### src/sv/pcdh_pkg.sv
// ----------------------------------------------------------------------------
// pcdh_pkg
// Shared types and constants for the per-chromosome depth histogram core.
// ----------------------------------------------------------------------------
`default_nettype none

package pcdh_pkg;

  localparam int unsigned NUM_CHROM_DEF  = 32;
  localparam int unsigned DEPTH_BINS_DEF = 256;

  localparam int unsigned CHROM_IN_W = 5;
  localparam int unsigned DEPTH_W    = 16;
  localparam int unsigned MBIN_W     = 8;
  localparam int unsigned CNT_W      = 32;
  localparam int unsigned SUM_W      = 48;

  localparam logic [CNT_W-1:0] CNT_MAX = {CNT_W{1'b1}};
  localparam logic [SUM_W-1:0] SUM_MAX = {SUM_W{1'b1}};

  localparam logic KIND_SAMPLE = 1'b0;
  localparam logic KIND_QUERY  = 1'b1;

  typedef enum logic [3:0] {
    ST_CLEAR,
    ST_IDLE,
    ST_SMP_RD,
    ST_SMP_SUM,
    ST_SMP_CNT,
    ST_SMP_BIN,
    ST_QRY_RD,
    ST_QRY_LOAD,
    ST_WALK_RD,
    ST_WALK_ACC,
    ST_OUT
  } pcdh_state_e;

  // operands for the shared saturating adder
  typedef struct packed {
    logic [SUM_W-1:0] a;
    logic [CNT_W-1:0] b;
    logic             wide;  // clamp at the sum maximum instead of the counter maximum
  } pcdh_op_t;

endpackage : pcdh_pkg

`default_nettype wire

### src/sv/pcdh_sat_add.sv
// ----------------------------------------------------------------------------
// pcdh_sat_add
// Shared saturating adder: clamps at the 48-bit sum maximum or the 32-bit
// counter maximum.
// ----------------------------------------------------------------------------
`default_nettype none

module pcdh_sat_add
  import pcdh_pkg::*;
(
  input  wire pcdh_op_t         op_i,
  output logic      [SUM_W-1:0] res_o
);

  logic [SUM_W:0] sum;
  logic [SUM_W:0] lim;

  always_comb begin
    sum   = {1'b0, op_i.a} + (SUM_W+1)'(op_i.b);
    lim   = op_i.wide ? {1'b0, SUM_MAX} : (SUM_W+1)'(CNT_MAX);
    res_o = (sum > lim) ? lim[SUM_W-1:0] : sum[SUM_W-1:0];
  end

endmodule : pcdh_sat_add

`default_nettype wire

### config.mk
export PLATFORM = sky130hd
export DESIGN_NAME = pcdh_sat_add
export DESIGN_NICKNAME = d
export VERILOG_FILES = /design/src/sv/pcdh_pkg.sv /design/src/sv/pcdh_sat_add.sv
export SDC_FILE = /design/constraint.sdc
export NUM_CORES = 1
export LEC_CHECK = 0
export ABC_AREA = 1
export BUFFER_PORTS_ARGS = -buffer_cell sky130_fd_sc_hd__buf_4
export CORE_MARGIN = 3
export CORE_UTILIZATION = 59
export DETAILED_ROUTE_END_ITERATION = 10
export PLACE_DENSITY = 0.92
export SLEW_MARGIN = 10
export SYNTH_ARGS = -nofsm -noshare
export SYNTH_HDL_FRONTEND = slang
export SYNTH_SLANG_ARGS = --single-unit
### constraint.sdc
create_clock -name vclk -period 7.7
set_input_delay 1.155 -clock vclk [all_inputs]
set_output_delay 1.155 -clock vclk [all_outputs]
set_load 0.02 [all_outputs]
# Word-level counts from Yosys, hierarchy flattened
# Cells that the tools add are included.
# classes
muxes	2
order_cmp	1
n_addsub	1
# op_table
op	count
$mux W48	2
$add A48 B32 Y49	1
$gt A49 B48 Y1	1
# word_totals
elab_cells	4
regBits	0
out_inout_bits	48

# Longest topological paths before layout
# Gate-level depths: netlist of the first run.
# depth
word_depth	3
depth_mapped	32

# Worst setup path after synthesis of the first run
# Ideal clock, no wire load.
# synth_path
path_kind	input port to output port
from	input op_i[1] (netlist name)
to	output res_o[39]
cell_stages	32
path_buffers	1
slack_ns	1.936
t_arrival_ns	4.609
path_cell_list	ha_1 inv_1 fa_1 inv_1 nand3_1 nand2_2 nand2_1 nand2_1 nand2_1 nand2_1 nand2_1 nand2_1 nand2_1 a21oi_1 nand2_1 xor2_1 inv_1 ha_1 nand2_1 nor2_1 nand4_1 nor2_1 nand2_1 nand3b_1 nor2_1 nand4_1 nor2_1 nand3_1 nand2_2 buf_2 nand2_1 nand2_1
# synth_via
elab_chain_len	3
# synth_rtl
element	line	rtl
start, declared	pcdh_sat_add.sv:11	input wire pcdh_op_t op_i,
$add A48 B32 Y49 (*)	pcdh_sat_add.sv:19	sum = {1'b0, op_i.a} + (SUM_W+1)'(op_i.b);
$gt A49 B48 Y1	pcdh_sat_add.sv:21	res_o = (sum > lim) ? lim[SUM_W-1:0] : sum[SUM_W-1:0];
$mux W48 (*)	pcdh_sat_add.sv:21	
end, declared	pcdh_sat_add.sv:12	output logic [SUM_W-1:0] res_o
# Every way passes the cells marked *; elsewhere a longest branch is shown, timed or not.

# Final worst setup path of the first run
# layout_path
from	input op_i[1] (netlist name)
to	output res_o[8]
# Same word-level chain as after synthesis.

==> results of run 1 <==
-- power by group through the flow --
stage          clock (µW)  combinational [µW]  sequential (µW)
2_1_floorplan           0                 295                0
3_3_place_gp            0                 443                0
3_5_place_dp            0                 454                0
4_1_cts                 0                 455                0
5_1_grt                 0                 512                0
6_report                0                 461                0
-- how the worst min path moves through the flow --
stage	startpoint	endpoint	slack, ns	cells past startpoint
final	op_i[33]	res_o[0]	2.72	5
after global routing	op_i[33]	res_o[0]	2.77	5
after CTS	op_i[33]	res_o[0]	2.73	5
after detailed placement	op_i[33]	res_o[0]	2.73	5
after global placement	op_i[33]	res_o[0]	2.72	5
after floorplan	op_i[65]	res_o[32]	2.55	3
-- tightest hold or removal path: cells and delay by family --
| family | cells | cell delay (ns) |
|---|---|---|
| AND/OR/NAND/NOR | 1 | 0.05 |
| buffers and inverters | 3 | 0.25 |
| adder cells (fa/ha/maj) | 1 | 0.11 |
-- metrics by stage --
step / hold slack (ns) / total power, µW / instances / util
floorplan: 2.55 / 295 / 826 / -
global placement: 2.72 / 443 / 1026 / 0.770
detailed placement: 2.73 / 454 / 1026 / 0.770
CTS: 2.73 / 455 / 1026 / 0.770
global route: 2.77 / 512 / 1026 / 0.770
finish: 2.72 / 461 / 1026 / 0.770
-- cell families (layout without fill, tap and decap cells) --
| group | after synthesis | in the layout | share of synthesized area |
|---|---|---|---|
| AOI/OAI and AO/OA | 42 | 42 | 0.0595 |
| adders and majority gates | 49 | 49 | 0.158 |
| xor gates and xnor gates | 19 | 19 | 0.0423 |
| and+or+nand+nor | 558 | 558 | 0.582 |
| buffers and inverters | 158 | 281 | 0.158 |
-- cell usage after synthesis --
cell type / n / area [µm²]
nand2_1: 367 / 1380
inv_1: 139 / 522
nor2_1: 88 / 330
nand3_1: 60 / 300
ha_1: 48 / 601
a21oi_1: 26 / 130
nand4_1: 15 / 93.8
xor2_1: 14 / 123
inv_2: 12 / 45.0
nand2_2: 7 / 43.8
o21ai_0: 7 / 35.0
nand3b_1: 6 / 45.0
nor3_1: 5 / 25.0
xnor2_1: 5 / 43.8
nor2_2: 4 / 25.0
buf_6: 3 / 33.8
o21bai_1: 3 / 22.5
a31oi_1: 2 / 12.5
and2_1: 2 / 12.5
buf_2: 2 / 10.0
nand3_2: 2 / 20.0
a211o_1: 1 / 8.76
a211oi_1: 1 / 7.51
a21oi_2: 1 / 8.76
buf_4: 1 / 7.51
clkinv_1: 1 / 3.75
fa_1: 1 / 20.0
nor2b_1: 1 / 6.26
nor3_2: 1 / 10.0
o221ai_1: 1 / 8.76
-- layout make-up --
type | instances | share of cell area
tap | 77 | 0.0195
multi-input combinational | 668 | 0.669
timing repair buffer | 129 | 0.196
inverter | 152 | 0.115
-- metal layers --
layer	share of wire	vias up	global-route usage
li1	-	2801	-
met1	0.41	2375	0.430
met2	0.48	244	0.610
met4	0.030	0	0.0907
met5	0	-	0
met3	0.078	32	0.0132
==> flow_summary.ini, run 1 <==
[outcome]
outcome = completed

[power]
power_leakage_uw = 0.00316
p_int_uw = 173
p_per_area_mw_per_mm2 = 93.1
swShare = 0.625
pwr-share-clk = 0
vdd_drop_max_mv = 0.0559
power_frac_comb = 1.000
p_sw_uw = 288
power_frac_seq = 0

[synthesis]
synth_area_mm2 = 0.00393
synth_warnings = 0
syn-instance-count = 826
avgSynthCellArea_um2 = 4.76
synth_nets = 956
ys_seq_area_frac = 0
synth.distinct_cells = 30

[sta]
setup-violations-final = 0
tightestPinTransition_ns = 0.867
setup-tns-final_ns = 0
min_period_ns = 7.03
relSlewSlack = 0.420
max_freq_mhz = 142
period_share = 0.914
rsz0062_at_grt = false
maxSlewViolCount = 0
fin_ws_ns = 0.666
finalHoldViolations = 0

[cells_and_area]
nClkBuffers = 0
area_delta_synth_final_pct = 25.8
antenna_cells = 0
multiInputGateArea_mm2 = 0.00331
design.seq.count = 0
final_common_cell = nand2_1
nets = 1081
fillerInstances = 580
drive_gt1_frac = 0.164
seq_area_um2 = 0
layout_common_cells = nand2_1, inv_1, buf_4, nor2_1, nand3_1
fin_area_mm2 = 0.00495

[floorplanning]
die_area_mm2 = 0.00768
die_y_um = 87.6
coreArea_mm2 = 0.00642
start_util = 0.612
io_pins = 129
fp-row-count = 29
die_x_um = 87.6

[drt]
routed_wl_mm = 12.9
avgViaCountPerCell = 5.31
vias = 5452
wl_per_cell_um = 12.6
drc = 0
firstDrtPassIters = 6
drt_iter0_markers = 401
ant_nets = 0

[worst_setup_path]
cpMostUsedCell = nand2_1
crit_end = res_o[8]
crit_slowest_cell = nand2_2
crit_path_start = op_i[1]
cp_data_required_time_ns = 6.55
cp_max_fo = 48
path_buf_inv = 5
crit_arrival_ns = 5.88
startpoint_type = input port
end_kind = output port
critical_path.max_stage_delay_ns = 0.67
path_delay_family = simple AND/OR/NAND/NOR gates
critical_path_depth = 32
critical_path_class = input port to output port

[placement]
portBuffers = 129
place.gp.congestion = 0.982
dp_hpwl_mm = 11.5
placedInstanceArea_mm2 = 0.00495
pre_cts_ws_ns = 0.742

[global_route]
grt.overflow.total = 0
grtUsageTotal = 0.336
grt_max_degree = 49
grt_pass1_vias = 4978
grt_pass1_wl_mm = 21.4
antenna_found_initial = 0

[flow_run]
maxCapViolations = 0

[min_path]
hold_class = input port to output port

[clock_tree]
cts_setup_buffers = 0
hold_buffers = 0
cts_resized = 0
Note: power is estimated with default switching activity, not from simulation.
==> run 2: changes to the inputs <==
--- a/config.mk
+++ b/config.mk
@@ -6,11 +6,13 @@
 export NUM_CORES = 1
 export LEC_CHECK = 0
 export ABC_AREA = 1
+export ABC_CLOCK_PERIOD_IN_PS = 7700
 export BUFFER_PORTS_ARGS = -buffer_cell sky130_fd_sc_hd__buf_4
-export CORE_MARGIN = 3
+export CORE_MARGIN = 2
 export CORE_UTILIZATION = 59
 export DETAILED_ROUTE_END_ITERATION = 10
 export PLACE_DENSITY = 0.92
+export REMOVE_ABC_BUFFERS = 1
 export SLEW_MARGIN = 10
 export SYNTH_ARGS = -nofsm -noshare
 export SYNTH_HDL_FRONTEND = slang
==> flow_summary.ini, run 2 (synthesis gave the netlist of run 1 again) <==
[sta]
finalHoldViolations = 0
min_period_ns = 7.18
relSlewSlack = 0.400
tightestPinTransition_ns = 0.896
rsz0062_at_grt = false
max_freq_mhz = 139
setup-tns-final_ns = 0
maxSlewViolCount = 0
setup-violations-final = 0
period_share = 0.932

[power]
power_leakage_uw = 0.00316
vdd_drop_max_mv = 0.0746
p_per_area_mw_per_mm2 = 93.8

[global_route]
grtUsageTotal = 0.350
antenna_found_initial = 0
grt_pass1_wl_mm = 21.8
grt.overflow.total = 0
grt_max_degree = 49
grt_pass1_vias = 5064

[drt]
drt_iter0_markers = 425
wl_per_cell_um = 12.7
drc = 0
vias = 5517
avgViaCountPerCell = 5.38
firstDrtPassIters = 5
ant_nets = 0
routed_wl_mm = 13.1

[placement]
dp_hpwl_mm = 11.5
place.gp.congestion = 0.967
portBuffers = 129
placedInstanceArea_mm2 = 0.00495

[worst_setup_path]
path_delay_family = simple AND/OR/NAND/NOR gates
crit_arrival_ns = 6.02
cp_data_required_time_ns = 6.55
cpMostUsedCell = nand2_1
path_buf_inv = 5
end_kind = output port
cp_max_fo = 48
crit_slowest_cell = nand2_2
startpoint_type = input port
critical_path_class = input port to output port
critical_path.max_stage_delay_ns = 0.69

[floorplanning]
die_y_um = 85.6
start_util = 0.616
die_x_um = 85.6
fp-row-count = 29
coreArea_mm2 = 0.00639
die_area_mm2 = 0.00733
io_pins = 129

[cells_and_area]
antenna_cells = 0
seq_area_um2 = 0
nets = 1081
nClkBuffers = 0
final_common_cell = nand2_1
design.seq.count = 0
fin_area_mm2 = 0.00495
layout_common_cells = nand2_1, inv_1, buf_4, nor2_1, nand3_1
area_delta_synth_final_pct = 25.8
drive_gt1_frac = 0.164

[outcome]
outcome = completed

[clock_tree]
cts_setup_buffers = 0
cts_resized = 0
hold_buffers = 0

[flow_run]
maxCapViolations = 0

[min_path]
hold_class = input port to output port
run 2: final timing paths:
path / start / to / slack [ns] / depth (start not counted)
worst max-delay path: op_i[1] / res_o[6] / 0.52 / 32
worst min-delay path: op_i[33] / res_o[0] / 2.73 / 5
run 2: layout make-up:
class | instances | area [µm²]
Fill cell | 579 | 1440
Tap cell | 77 | 96.3
Timing Repair Buffer | 129 | 968
Inverter | 152 | 571
Multi-Input combinational cell | 668 | 3310
run 2: tightest hold or removal path, stage by stage:
cell     delay (ns)
buf_4          0.08
ha_1           0.10
inv_1          0.04
nand2_1        0.06
buf_4          0.13
run 2: power by group:
| group | internal [µW] | switching [µW] | total [µW] |
|---|---|---|---|
| registers | 0 | 0 | 0 |
| logic | 172 | 291 | 464 |
| clock network | 0 | 0 | 0 |
run 2: layer usage:
metal,routed length (µm),global-route usage
met3,1140,0.0221
met2,6260,0.626
met1,5170,0.442
met4,493,0.121
met5,0,0
run 2: stage by stage:
stage	cells	hold WS, ns	setup WS [ns]	utilization	total power (µW)
final	1026	2.73	0.520	0.774	464
after global placement	1026	2.71	0.883	0.774	444
after detailed placement	1026	2.74	0.693	0.774	454
after global routing	1026	2.75	0.0286	0.774	511
after CTS	1026	2.73	0.680	0.774	456
after floorplan	820	2.56	1.63	-	289
==> run 3: changes to the inputs <==
--- a/config.mk
+++ b/config.mk
@@ -6,12 +6,12 @@
 export NUM_CORES = 1
 export LEC_CHECK = 0
 export ABC_AREA = 1
-export ABC_CLOCK_PERIOD_IN_PS = 7700
+export ABC_CLOCK_PERIOD_IN_PS = 8070
 export BUFFER_PORTS_ARGS = -buffer_cell sky130_fd_sc_hd__buf_4
 export CORE_MARGIN = 2
-export CORE_UTILIZATION = 59
+export CORE_UTILIZATION = 55
 export DETAILED_ROUTE_END_ITERATION = 10
-export PLACE_DENSITY = 0.92
+export PLACE_DENSITY = 0.87
 export REMOVE_ABC_BUFFERS = 1
 export SLEW_MARGIN = 10
 export SYNTH_ARGS = -nofsm -noshare
==> constraint.sdc (replaced) <==
create_clock -name vclk -period 8.07
set_input_delay 1.2105 -clock vclk [all_inputs]
set_output_delay 1.2105 -clock vclk [all_outputs]
set_load 0.02 [all_outputs]
==> flow_summary.ini, run 3 (synthesis gave the netlist of run 1 again) <==
[power]
p_int_uw = 165
p_sw_uw = 276
pwr-share-clk = 0
p_per_area_mw_per_mm2 = 88.7
vdd_drop_max_mv = 0.0491
swShare = 0.626
power_frac_seq = 0
power_uw = 441
power_frac_comb = 1.000
power_leakage_uw = 0.00316

[sta]
rsz0062_at_grt = false
finalHoldViolations = 0
period_share = 0.910
maxSlewViolCount = 0
tightestPinTransition_ns = 0.911
max_freq_mhz = 136
setup-tns-final_ns = 0
relSlewSlack = 0.391
setup-violations-final = 0
min_period_ns = 7.35

[cells_and_area]
utilization = 0.723
final_common_cell = nand2_1
nClkBuffers = 0
area_delta_synth_final_pct = 26.4
layout_common_cells = nand2_1, inv_1, buf_4, nor2_1, nand3_1
antenna_cells = 0
seq_area_um2 = 0
fillerInstances = 666
multiInputGateArea_mm2 = 0.00331
drive_gt1_frac = 0.164
nets = 1081
design.seq.count = 0

[drt]
ant_nets = 0
wl_per_cell_um = 12.6
avgViaCountPerCell = 5.19
vias = 5422
drt_iter0_markers = 361
drc = 0
routed_wl_mm = 13.2
firstDrtPassIters = 5

[worst_setup_path]
startpoint_type = input port
crit_arrival_ns = 6.14
critical_path.max_stage_delay_ns = 0.69
cp_max_fo = 48
cpMostUsedCell = nand2_1
cp_data_required_time_ns = 6.86
crit_slowest_cell = nand2_2
critical_path_class = input port to output port
end_kind = output port

[global_route]
antenna_found_initial = 0
grt_max_degree = 49
grt_pass1_vias = 4941
grt.overflow.total = 0
grt_pass1_wl_mm = 21.3
grtUsageTotal = 0.332

[floorplanning]
coreArea_mm2 = 0.00687
die_area_mm2 = 0.00784
fp-row-count = 30
die_y_um = 88.6
io_pins = 129
start_util = 0.572
die_x_um = 88.6

[clock_tree]
cts_setup_buffers = 0
hold_buffers = 0
cts_resized = 0

[placement]
portBuffers = 129
place.gp.congestion = 0.968
dp_hpwl_mm = 11.7

[min_path]
hold_class = input port to output port

[outcome]
outcome = completed

[flow_run]
maxCapViolations = 0
==> run 3: cell counts in the layout (fill, tap and decap cells not counted) <==
No cell type changed its count.
==> run 3: stage by stage <==
stage	instances	worst slack [ns]	instance area (µm²)	hold slack (ns)
floorplan	820	1.89	3880	2.67
global placement	1045	1.03	4970	2.83
detailed placement	1045	0.823	4970	2.85
CTS	1045	0.812	4970	2.85
global route	1045	0.285	4970	2.89
finish	1045	0.724	4970	2.84
==> run 3: worst paths after layout <==
path / cells after the start / slack (ns) / endpoint / from
worst max-delay path: 32 / 0.72 / res_o[25] / op_i[1]
worst min-delay path: 5 / 2.84 / res_o[0] / op_i[33]
==> run 3: cell type report <==
class / instances / share of cell area
Multi-Input combinational cell: 668 / 0.666
Inverter: 152 / 0.115
Timing Repair Buffer: 129 / 0.195
Tap cell: 96 / 0.0242
==> run 3: power by group through the flow <==
| stage | clock network [µW] | logic (µW) | registers (µW) |
|---|---|---|---|
| final | 0 | 441 | 0 |
| after global routing | 0 | 487 | 0 |
| after CTS | 0 | 436 | 0 |
| after detailed placement | 0 | 434 | 0 |
| after global placement | 0 | 426 | 0 |
| after floorplan | 0 | 275 | 0 |
==> run 3: per-layer routing <==
| layer | vias to the layer above | part of all wire | track usage |
|---|---|---|---|
| met5 | - | 0 | 0 |
| met4 | 0 | 0.038 | 0.121 |
| met3 | 37 | 0.075 | 0.0280 |
| met2 | 233 | 0.46 | 0.588 |
| met1 | 2363 | 0.43 | 0.417 |
| li1 | 2789 | - | - |
==> run 3: critical path, delay by kind of cell <==
family	cells	cell delay, ns
AND/OR/NAND/NOR	22	3.05
adder cells (fa/ha/maj)	3	0.91
buffers and inverters	5	0.57
AO/OA/AOI/OAI	1	0.22
XOR/XNOR	1	0.14
